## config.mk

```make
export PLATFORM = sky130hd
export DESIGN_NAME = aged_top_k_selector
export DESIGN_NICKNAME = d
export VERILOG_FILES = /design/src/hdl/atk_pkg.sv /design/src/hdl/aged_top_k_selector.sv /design/src/hdl/atk_ctrl.sv /design/src/hdl/atk_datapath.sv
export SDC_FILE = /design/constraint.sdc
export NUM_CORES = 2
export LEC_CHECK = 0
export BUFFER_PORTS_ARGS = -buffer_cell sky130_fd_sc_hd__buf_2
export CAP_MARGIN = 10
export CORE_ASPECT_RATIO = 1.1
export CORE_MARGIN = 4
export CORE_UTILIZATION = 60
export DETAILED_ROUTE_END_ITERATION = 6
export PLACE_DENSITY = 0.83
export SYNTH_ARGS = -nofsm -noshare
export SYNTH_HDL_FRONTEND = slang
export SYNTH_SLANG_ARGS = --single-unit
```

## constraint.sdc

```tcl
create_clock -name i_clk -period 12.6 [get_ports i_clk]
set_input_delay 1.89 -clock i_clk [delete_from_list [all_inputs] [get_ports i_clk]]
set_output_delay 1.89 -clock i_clk [all_outputs]
set_load 0.005 [all_outputs]
```

## src/hdl/atk_pkg.sv

```systemverilog
// atk_pkg: shared types, widths, register codes and reset values for the aged top-k selector
// used by atk_ctrl, atk_datapath and aged_top_k_selector; depends on nothing
`timescale 1ns / 1ps

package atk_pkg;

    // field widths
    localparam int DIST_W   = 20;
    localparam int SKIP_W   = 6;
    localparam int WEIGHT_W = 12;
    localparam int AGE_W    = SKIP_W + WEIGHT_W;
    localparam int PRIO_W   = 21;

    // parameter defaults
    localparam int QUEUE_DEPTH_DEF = 24;
    localparam int ID_BITS_DEF     = 16;

    // configuration port
    localparam int CFG_IDX_W  = 2;
    localparam int CFG_DATA_W = WEIGHT_W;

    localparam logic [CFG_IDX_W-1:0] CFG_AGING_WEIGHT = 2'd0;
    localparam logic [CFG_IDX_W-1:0] CFG_SKIP_CAP     = 2'd1;

    localparam logic [WEIGHT_W-1:0] AGING_WEIGHT_RST = 12'd256;
    localparam logic [SKIP_W-1:0]   SKIP_CAP_RST     = 6'd32;

    // result kinds
    localparam logic KIND_UPDATE = 1'b0;
    localparam logic KIND_ENTRY  = 1'b1;

    // controller states
    typedef enum logic [1:0] {
        ST_IDLE,
        ST_INS,
        ST_EMIT
    } t_atk_state;

    // controller to datapath
    typedef struct packed {
        logic capture;
        logic insert;
        logic emit;
    } t_atk_cmd;

    // datapath to controller
    typedef struct packed {
        logic out_free;
        logic more;
        logic emit_last;
        logic empty;
    } t_atk_stat;

endpackage

```

## src/hdl/aged_top_k_selector.sv

```systemverilog
// Aged top-k selector. Each request offers one candidate; a dirty one is aged
// (distance minus skipped times aging_weight) and placed into a sorted buffer of
// QUEUE_DEPTH entries, after entries of equal priority, the worst entry falling out
// when full. Every request yields one skip-count update; a frame_end request then
// also yields the buffer best first and empties it. A request is first accepted,
// forming the aged priority through the 6x12 multiplier, and is then inserted by the
// parallel compare-and-shift across all buffer entries, which also loads the
// update into the result register. Frame end then pops the buffered entries from
// the head; no request is accepted until idle again. Every result waits in the
// single result register while i_out_stall is high, holding the sequencer.
// Configuration writes are always ready and must only be made while idle.
// depends on atk_pkg, atk_ctrl, atk_datapath
`timescale 1ns / 1ps

module aged_top_k_selector #(
    parameter int QUEUE_DEPTH = atk_pkg::QUEUE_DEPTH_DEF,
    parameter int ID_BITS     = atk_pkg::ID_BITS_DEF
) (
    input  logic                               i_clk,
    input  logic                               i_rst_n,
    // configuration write channel
    input  logic                               i_cfg_valid,
    output logic                               o_cfg_ready,
    input  logic [atk_pkg::CFG_IDX_W-1:0]      i_cfg_index,
    input  logic [atk_pkg::CFG_DATA_W-1:0]     i_cfg_data,
    // candidate channel
    input  logic                               i_in_valid,
    output logic                               o_in_stall,
    input  logic [ID_BITS-1:0]                 i_cand_id,
    input  logic [atk_pkg::DIST_W-1:0]         i_distance,
    input  logic                               i_dirty,
    input  logic [atk_pkg::SKIP_W-1:0]         i_skipped,
    input  logic                               i_frame_end,
    // result channel
    output logic                               o_out_valid,
    input  logic                               i_out_stall,
    output logic                               o_kind,
    output logic [ID_BITS-1:0]                 o_out_id,
    output logic signed [atk_pkg::PRIO_W-1:0]  o_out_priority,
    output logic [atk_pkg::SKIP_W-1:0]         o_new_skipped,
    output logic                               o_final_res
);

    atk_pkg::t_atk_cmd  w_cmd;
    atk_pkg::t_atk_stat w_stat;

    assign o_cfg_ready = 1'b1;

    // sequencer
    atk_ctrl u_ctrl (
        .i_clk      (i_clk),
        .i_rst_n    (i_rst_n),
        .i_in_valid (i_in_valid),
        .o_in_stall (o_in_stall),
        .o_cmd      (w_cmd),
        .i_stat     (w_stat)
    );

    // datapath
    atk_datapath #(
        .QUEUE_DEPTH (QUEUE_DEPTH),
        .ID_BITS     (ID_BITS)
    ) u_datapath (
        .i_clk          (i_clk),
        .i_rst_n        (i_rst_n),
        .i_cfg_we       (i_cfg_valid && o_cfg_ready),
        .i_cfg_index    (i_cfg_index),
        .i_cfg_data     (i_cfg_data),
        .i_cand_id      (i_cand_id),
        .i_distance     (i_distance),
        .i_dirty        (i_dirty),
        .i_skipped      (i_skipped),
        .i_frame_end    (i_frame_end),
        .i_out_stall    (i_out_stall),
        .o_out_valid    (o_out_valid),
        .o_kind         (o_kind),
        .o_out_id       (o_out_id),
        .o_out_priority (o_out_priority),
        .o_new_skipped  (o_new_skipped),
        .o_final_res    (o_final_res),
        .i_cmd          (w_cmd),
        .o_stat         (w_stat)
    );

`ifndef NO_ASSERTIONS
    // only one datapath command at a time
    a_cmd_onehot: assert property (@(posedge i_clk) disable iff (!i_rst_n)
        $onehot0({w_cmd.capture, w_cmd.insert, w_cmd.emit}))
        else $error("more than one datapath command");

    // an accepted request is followed by its insertion, never by another request
    a_no_back_to_back: assert property (@(posedge i_clk) disable iff (!i_rst_n)
        (i_in_valid && !o_in_stall) |=> o_in_stall)
        else $error("request accepted while previous one in progress");

    // emission never pops an empty buffer
    a_emit_nonempty: assert property (@(posedge i_clk) disable iff (!i_rst_n)
        w_cmd.emit |-> !w_stat.empty)
        else $error("emit from empty buffer");

    // the last emitted entry leaves the buffer empty
    a_emit_last_empties: assert property (@(posedge i_clk) disable iff (!i_rst_n)
        (w_cmd.emit && w_stat.emit_last) |=> w_stat.empty)
        else $error("buffer not empty after last entry");
`endif

endmodule

```

## src/hdl/atk_ctrl.sv

```systemverilog
// atk_ctrl: sequencer for accept, insertion and frame-end emission
// depends on atk_pkg
`timescale 1ns / 1ps

module atk_ctrl (
    input  logic              i_clk,
    input  logic              i_rst_n,
    input  logic              i_in_valid,
    output logic              o_in_stall,
    output atk_pkg::t_atk_cmd o_cmd,
    input  atk_pkg::t_atk_stat i_stat
);

    atk_pkg::t_atk_state r_state;
    atk_pkg::t_atk_state n_state;

    // state register
    always_ff @(posedge i_clk) begin
        if (!i_rst_n) begin
            r_state <= atk_pkg::ST_IDLE;
        end else begin
            r_state <= n_state;
        end
    end

    // next state
    always_comb begin
        n_state = r_state;
        case (r_state)
            atk_pkg::ST_IDLE: begin
                if (i_in_valid) begin
                    n_state = atk_pkg::ST_INS;
                end
            end
            atk_pkg::ST_INS: begin
                if (i_stat.out_free) begin
                    n_state = i_stat.more ? atk_pkg::ST_EMIT : atk_pkg::ST_IDLE;
                end
            end
            atk_pkg::ST_EMIT: begin
                if (i_stat.out_free && i_stat.emit_last) begin
                    n_state = atk_pkg::ST_IDLE;
                end
            end
            default: begin
                n_state = atk_pkg::ST_IDLE;
            end
        endcase
    end

    // commands
    always_comb begin
        o_cmd      = '0;
        o_in_stall = 1'b1;
        case (r_state)
            atk_pkg::ST_IDLE: begin
                o_in_stall  = 1'b0;
                o_cmd.capture = i_in_valid;
            end
            atk_pkg::ST_INS: begin
                o_cmd.insert = i_stat.out_free;
            end
            atk_pkg::ST_EMIT: begin
                o_cmd.emit = i_stat.out_free;
            end
            default: begin
                o_cmd = '0;
            end
        endcase
    end

endmodule

```

## src/hdl/atk_datapath.sv

```systemverilog
// atk_datapath: config registers, aging, sorted compare-and-shift buffer, result register
// depends on atk_pkg; driven by atk_ctrl commands
`timescale 1ns / 1ps

module atk_datapath #(
    parameter int QUEUE_DEPTH = atk_pkg::QUEUE_DEPTH_DEF,
    parameter int ID_BITS     = atk_pkg::ID_BITS_DEF
) (
    input  logic                                i_clk,
    input  logic                                i_rst_n,
    // configuration
    input  logic                                i_cfg_we,
    input  logic [atk_pkg::CFG_IDX_W-1:0]       i_cfg_index,
    input  logic [atk_pkg::CFG_DATA_W-1:0]      i_cfg_data,
    // request fields
    input  logic [ID_BITS-1:0]                  i_cand_id,
    input  logic [atk_pkg::DIST_W-1:0]          i_distance,
    input  logic                                i_dirty,
    input  logic [atk_pkg::SKIP_W-1:0]          i_skipped,
    input  logic                                i_frame_end,
    // result register
    input  logic                                i_out_stall,
    output logic                                o_out_valid,
    output logic                                o_kind,
    output logic [ID_BITS-1:0]                  o_out_id,
    output logic signed [atk_pkg::PRIO_W-1:0]   o_out_priority,
    output logic [atk_pkg::SKIP_W-1:0]          o_new_skipped,
    output logic                                o_final_res,
    // control
    input  atk_pkg::t_atk_cmd                   i_cmd,
    output atk_pkg::t_atk_stat                  o_stat
);

    localparam int CNT_W = $clog2(QUEUE_DEPTH + 1);
    localparam int PW    = atk_pkg::PRIO_W;
    localparam int SW    = atk_pkg::SKIP_W;

    // configuration registers
    logic [atk_pkg::WEIGHT_W-1:0] r_aging_weight;
    logic [SW-1:0]                r_skip_cap;

    always_ff @(posedge i_clk) begin
        if (!i_rst_n) begin
            r_aging_weight <= atk_pkg::AGING_WEIGHT_RST;
            r_skip_cap     <= atk_pkg::SKIP_CAP_RST;
        end else if (i_cfg_we) begin
            case (i_cfg_index)
                atk_pkg::CFG_AGING_WEIGHT: r_aging_weight <= i_cfg_data[atk_pkg::WEIGHT_W-1:0];
                atk_pkg::CFG_SKIP_CAP:     r_skip_cap     <= i_cfg_data[SW-1:0];
                default:                   ;
            endcase
        end
    end

    // aged priority and new skip count, computed at accept
    logic [atk_pkg::AGE_W-1:0] w_age;
    logic signed [PW-1:0]      w_aged;
    logic [SW:0]               w_inc;
    logic [SW-1:0]             w_new_skip;

    assign w_age  = atk_pkg::AGE_W'(i_skipped) * atk_pkg::AGE_W'(r_aging_weight);
    assign w_aged = $signed({1'b0, i_distance})
                  - $signed({{(PW - atk_pkg::AGE_W){1'b0}}, w_age});
    assign w_inc  = {1'b0, i_skipped} + {{SW{1'b0}}, 1'b1};

    always_comb begin
        w_new_skip = i_skipped;
        if (i_dirty) begin
            w_new_skip = (w_inc > {1'b0, r_skip_cap}) ? r_skip_cap : w_inc[SW-1:0];
        end
    end

    // captured request
    logic [ID_BITS-1:0]   r_id;
    logic signed [PW-1:0] r_prio;
    logic                 r_dirty;
    logic                 r_fend;
    logic [SW-1:0]        r_new_skip;

    always_ff @(posedge i_clk) begin
        if (i_cmd.capture) begin
            r_id       <= i_cand_id;
            r_prio     <= w_aged;
            r_dirty    <= i_dirty;
            r_fend     <= i_frame_end;
            r_new_skip <= w_new_skip;
        end
    end

    // sorted buffer, best entry at index 0
    logic [ID_BITS-1:0]   r_ent_id   [QUEUE_DEPTH];
    logic signed [PW-1:0] r_ent_prio [QUEUE_DEPTH];
    logic [ID_BITS-1:0]   n_ent_id   [QUEUE_DEPTH];
    logic signed [PW-1:0] n_ent_prio [QUEUE_DEPTH];
    logic [CNT_W-1:0]     r_count;
    logic [CNT_W-1:0]     n_count;

    logic [QUEUE_DEPTH-1:0] w_gt;
    logic [QUEUE_DEPTH-1:0] w_up_gt;
    logic [ID_BITS-1:0]     w_up_id   [QUEUE_DEPTH];
    logic signed [PW-1:0]   w_up_prio [QUEUE_DEPTH];
    logic [ID_BITS-1:0]     w_dn_id   [QUEUE_DEPTH];
    logic signed [PW-1:0]   w_dn_prio [QUEUE_DEPTH];

    // per-entry compare and neighbor taps; free slots count as worse
    for (genvar gi = 0; gi < QUEUE_DEPTH; gi++) begin : g_ent
        assign w_gt[gi] = (CNT_W'(gi) >= r_count) || (r_ent_prio[gi] > r_prio);
        if (gi == 0) begin : g_first
            assign w_up_gt[gi]   = 1'b0;
            assign w_up_id[gi]   = r_ent_id[gi];
            assign w_up_prio[gi] = r_ent_prio[gi];
        end else begin : g_rest
            assign w_up_gt[gi]   = w_gt[gi-1];
            assign w_up_id[gi]   = r_ent_id[gi-1];
            assign w_up_prio[gi] = r_ent_prio[gi-1];
        end
        if (gi == QUEUE_DEPTH - 1) begin : g_last
            assign w_dn_id[gi]   = r_ent_id[gi];
            assign w_dn_prio[gi] = r_ent_prio[gi];
        end else begin : g_body
            assign w_dn_id[gi]   = r_ent_id[gi+1];
            assign w_dn_prio[gi] = r_ent_prio[gi+1];
        end
    end

    // next buffer contents: pop the head, or insert after equal entries
    always_comb begin
        for (int i = 0; i < QUEUE_DEPTH; i++) begin
            n_ent_id[i]   = r_ent_id[i];
            n_ent_prio[i] = r_ent_prio[i];
            if (i_cmd.emit) begin
                n_ent_id[i]   = w_dn_id[i];
                n_ent_prio[i] = w_dn_prio[i];
            end else if (i_cmd.insert && r_dirty && w_gt[i]) begin
                if (w_up_gt[i]) begin
                    n_ent_id[i]   = w_up_id[i];
                    n_ent_prio[i] = w_up_prio[i];
                end else begin
                    n_ent_id[i]   = r_id;
                    n_ent_prio[i] = r_prio;
                end
            end
        end
    end

    // occupancy after this request's insertion
    logic [CNT_W-1:0] w_count_ins;
    assign w_count_ins = (r_dirty && (r_count != CNT_W'(QUEUE_DEPTH)))
                       ? r_count + CNT_W'(1) : r_count;

    always_comb begin
        n_count = r_count;
        if (i_cmd.emit) begin
            n_count = r_count - CNT_W'(1);
        end else if (i_cmd.insert) begin
            n_count = w_count_ins;
        end
    end

    always_ff @(posedge i_clk) begin
        r_ent_id   <= n_ent_id;
        r_ent_prio <= n_ent_prio;
    end

    always_ff @(posedge i_clk) begin
        if (!i_rst_n) begin
            r_count <= '0;
        end else begin
            r_count <= n_count;
        end
    end

    // result register
    logic                 r_out_valid;
    logic                 r_out_kind;
    logic [ID_BITS-1:0]   r_out_id;
    logic signed [PW-1:0] r_out_prio;
    logic [SW-1:0]        r_out_skip;
    logic                 r_out_final;
    logic                 w_out_free;

    assign w_out_free = !r_out_valid || !i_out_stall;

    always_ff @(posedge i_clk) begin
        if (!i_rst_n) begin
            r_out_valid <= 1'b0;
        end else if (i_cmd.insert || i_cmd.emit) begin
            r_out_valid <= 1'b1;
        end else if (!i_out_stall) begin
            r_out_valid <= 1'b0;
        end
    end

    always_ff @(posedge i_clk) begin
        if (i_cmd.insert) begin
            r_out_kind  <= atk_pkg::KIND_UPDATE;
            r_out_id    <= r_id;
            r_out_prio  <= '0;
            r_out_skip  <= r_new_skip;
            r_out_final <= !r_fend || (w_count_ins == '0);
        end else if (i_cmd.emit) begin
            r_out_kind  <= atk_pkg::KIND_ENTRY;
            r_out_id    <= r_ent_id[0];
            r_out_prio  <= r_ent_prio[0];
            r_out_skip  <= '0;
            r_out_final <= (r_count == CNT_W'(1));
        end
    end

    assign o_out_valid    = r_out_valid;
    assign o_kind         = r_out_kind;
    assign o_out_id       = r_out_id;
    assign o_out_priority = r_out_prio;
    assign o_new_skipped  = r_out_skip;
    assign o_final_res    = r_out_final;

    // status
    assign o_stat.out_free  = w_out_free;
    assign o_stat.more      = r_fend && (w_count_ins != '0);
    assign o_stat.emit_last = (r_count == CNT_W'(1));
    assign o_stat.empty     = (r_count == '0);

endmodule

```

==> impl_summary.md <==
Final layout
The multi-input combinational cells in the finished layout cover a total of 0.0315 sq mm. In the final layout, the share of cells above drive strength 1 is 0.0769. Compared with the post-synthesis result, the final layout area differs by 7.92%. The post-route cell area is 0.0681 sq mm. The number of fill cells in the layout is 7847. The number of antenna diodes in the final layout is 0.

The final non-filler cell total is 7367. The post-layout net count is 6568. The sequential standard cell area is 0.0297 sq mm.

Power and ir drop
The proportion of power drawn by combinational gates is 0.242. The share of total power dissipated in sequential elements is 0.433. The switching fraction of total power is 0.317. Total power for the finished layout comes to 9700 uW.

The worst vdd rail ir drop is 0.000120 V. The clock share of power is 0.325. The total net switching power is 3080 uW. Cell internal power was estimated by the tool at 6630 uW. The analysis attributes to cell leakage a power of 0.0268 uW. The total power density per cell area is 142 mW/mm^2.

Critical path
For the worst setup path, the data arrival time is 6810 ps. In this run the worst path has a maximum fanout of 18. The kind of critical path is input port to flop. At the worst endpoint, the required time is 13020 ps.

The type of origin of the critical path is an input port. The category of the worst setup path capture point is a flop.

Detailed routing
After detailed routing, the number of remaining DRC violations is 1. Summed over all nets, wire length on met3 after detailed routing comes to 15700 um. The top layer reached by signal wires is met4. For this block, wires on met1 add up to 66500 um. For this block, the initial DRC count from the detailed router was 5747. The total wire length is 176000 um.

After detailed routing, the number of vias per cell comes to 6.68. The met2 wire length is 83500 um. For this run, the detailed router's first-pass iteration total came to 7.

The via count is 49200. The count of nets left with antenna violations once routing finished came out at 0. Dividing the detail-routed wire length by the instance count gives 23.9 um.

Clock tree
Post-CTS repair changed the size of 0 cells. CTS built an H-tree with a depth of 3. The post-cts hold buffer count is 0. For the worst-skew pair, the clock arrives at the later sink with an insertion delay of 730 ps. The tree is rooted in a clkbuf_16. The clock net in this run drives a total of 1004 sinks. The total clock buffers created by CTS is 102. Buffers added to address setup during post-CTS repair amount to 0. The worst-case clock buffer depth is 3. The CTS tree is yes. Clock-pin slew was measured on the worst setup and hold paths at 60 ps.

Yosys
Synthesis produced 5997 cells. Yosys mapped the design onto 70 distinct sky130hd cell types. Counting flops with an async set or reset pin after synthesis yields a share of 0.

By count the netlist is led by nand2_1, edfxtp_1, mux2i_1. In this run, synthesis inferred 956 flip-flops with an integrated enable. After synthesis, the cell types taking the most area are edfxtp_1, ha_1, mux2i_1. The proportion of netlist area held by the largest area contributor is 0.455.

Averaged over all synthesized cells, the footprint is 10.5 sq um. Synthesis inferred 1004 register bits. Yosys printed 0 warnings. Summing every instance area after synthesis gives 0.0631 sq mm.

By instance count, the leading cell after synthesis is nand2_1. When the netlist entered floorplanning its net count stood at 6668. The post-synthesis sequential area ratio is 0.470.

Summed over all instances, the cell type with the most area after synthesis is edfxtp_1. The dominant register cell in the synthesized netlist is edfxtp_1.

Hold path
The min-delay analysis places its worst path in the category flop to flop.

Timing
The final hold violation count came to 0. The worst slew margin relative to its limit is 0.172. At the pin with the least slew margin, the transition time is 1240 ps. The final setup violation count is 0. The time the final worst path needs with I/O delays and setup is 6390 ps. The worst setup margin is 6210 ps. The final sum of negative setup slack is 0 ps. The ratio of final minimum period to clock period is 0.507. Setup repair after global routing left no endpoint under its margin. The final max-slew violation count is 0. The worst clock skew is 60.1 ps. The fmax is 0.156 GHz.

GRT
The number of antenna violations at the first check in global routing was 0. The number of global-route vias before repair is 49700. The total overflow reported by the global router is 0. Entering global routing, the biggest net connects 270 pins. For this run, the total global-route usage over all layers was measured as 0.313. The first global-routing pass estimated 275000 um of wire.

Flow run
Across the run, the number of max-cap violations was 0.

Floorplan
The floorplan die height is 348 um. The full die area is 0.110 sq mm. The area of the core is 0.104 sq mm. The I/O pin count is 111. The initial utilization of the core area, before any placement, comes to 0.605. The floorplan step set the die width to 317 um. In this run the core area contains 124 standard-cell rows.

Placement
The global placement routability congestion is 0.945. The number of buffers inserted by port buffering is 109. The half-perimeter wire length after detailed placement is 121000 um. The number of placed instances, taps included, is 7178. The placed instances occupy a cell area of 0.0647 sq mm. The worst setup slack after placement is 5640 ps.

Run status
The flow ran to the end, but the final reports show violations. The checks that failed: design-rule violations.
[metal layers]
metal  GRT usage  vias to the layer above
met1       0.398                    23700
met4       0.178                        0
li1            -                    22000
met3      0.0483                      601
met2       0.513                     2926
met5           0                        -
[final timing paths]
| check | startpoint | endpoint | slack (ps) | depth (start not counted) |
|---|---|---|---|---|
| max reg2reg | u_datapath.r_prio[13] | u_datapath.r_ent_prio[366] | 7220 | 12 |
| min | u_datapath.o_out_priority[13] | u_datapath.o_out_priority[13] | 460 | 2 |
| min reg2reg | u_datapath.o_out_priority[13] | u_datapath.o_out_priority[13] | 460 | 2 |
| max | i_skipped[2] | u_datapath.r_prio[19] | 6210 | 14 |
[flip-flops by register name (all words and copies together) (netlist names), 12 cells and up]
name	flops
u_datapath.o_out_id	16
u_datapath.r_aging_weight	12
u_datapath.o_out_priority	21
u_datapath.r_ent_id	384
u_datapath.r_id	16
u_datapath.r_prio	21
u_datapath.r_ent_prio	504
[metrics by stage]
step / utilization / hold WS [ps]
3_5_place_dp: 0.620 / 451
3_3_place_gp: 0.620 / 442
4_1_cts: 0.653 / 462
2_1_floorplan: - / 450
6_report: 0.653 / 462
5_1_grt: 0.653 / 488
[cell type report]
type | instances | area share
Tap cell | 1386 | 0.0255
Timing Repair Buffer | 206 | 0.0194
Multi-Input combinational cell | 4455 | 0.462
Sequential cell | 1004 | 0.436
Clock buffer | 130 | 0.0406
Inverter | 128 | 0.00705
Clock inverter | 58 | 0.00997
[critical path, stage by stage]
cell,delay (ps)
buf_2,340
nand2_1,140
fa_1,580
fa_1,440
fa_1,570
fa_1,420
ha_1,370
a21oi_1,280
o21ai_0,200
o41ai_2,450
o21ai_0,280
o41ai_1,520
o21bai_1,170
xnor2_1,150
[power groups by stage]
stage	combinational [uW]	clock, uW	sequential [uW]
2_1_floorplan	1550	0	4200
3_3_place_gp	2140	0	4250
3_5_place_dp	2270	0	4260
4_1_cts	2300	3160	4190
5_1_grt	2580	3290	4220
6_report	2350	3150	4200
[cell usage in the layout, fill, tap and decap left out, drive strengths merged, types with 10 or more instances in the layout]
cell | netlist | layout
a21boi | 18 | 18
o21ai | 729 | 729
nor3 | 38 | 38
and2 | 36 | 36
fa | 55 | 55
mux2i | 653 | 653
xor2 | 12 | 12
clkinv | 0 | 40
edfxtp | 956 | 956
inv | 128 | 130
dfxtp | 48 | 48
nor2 | 76 | 76
mux2 | 39 | 39
nand2 | 1107 | 1107
clkbuf | 301 | 130
nand2b | 16 | 16
o21bai | 20 | 20
nor4 | 24 | 24
o31ai | 12 | 12
nand3b | 11 | 11
xnor2 | 16 | 16
o21a | 15 | 15
o221ai | 12 | 12
a21o | 148 | 148
and3 | 15 | 15
buf | 109 | 206
o211ai | 173 | 173
a21oi | 185 | 185
bufinv | 0 | 10
ha | 553 | 553
nand3 | 226 | 226
nor2b | 62 | 62
nand4 | 105 | 105
[logic make-up after synthesis]
| family | Yosys count | share of synthesized area |
|---|---|---|
| flip-flops | 1004 | 0.470 |
| AO/OA/AOI/OAI | 1375 | 0.129 |
| multiplexers | 692 | 0.111 |
| other | 1 | 0.0000594 |
| AND/OR/NAND/NOR | 1751 | 0.123 |
| buffers and inverters | 538 | 0.0369 |
| adder cells (fa/ha/maj) | 608 | 0.127 |
| XOR/XNOR | 28 | 0.00388 |
No activity file was read; power rests on OpenSTA's default activity.
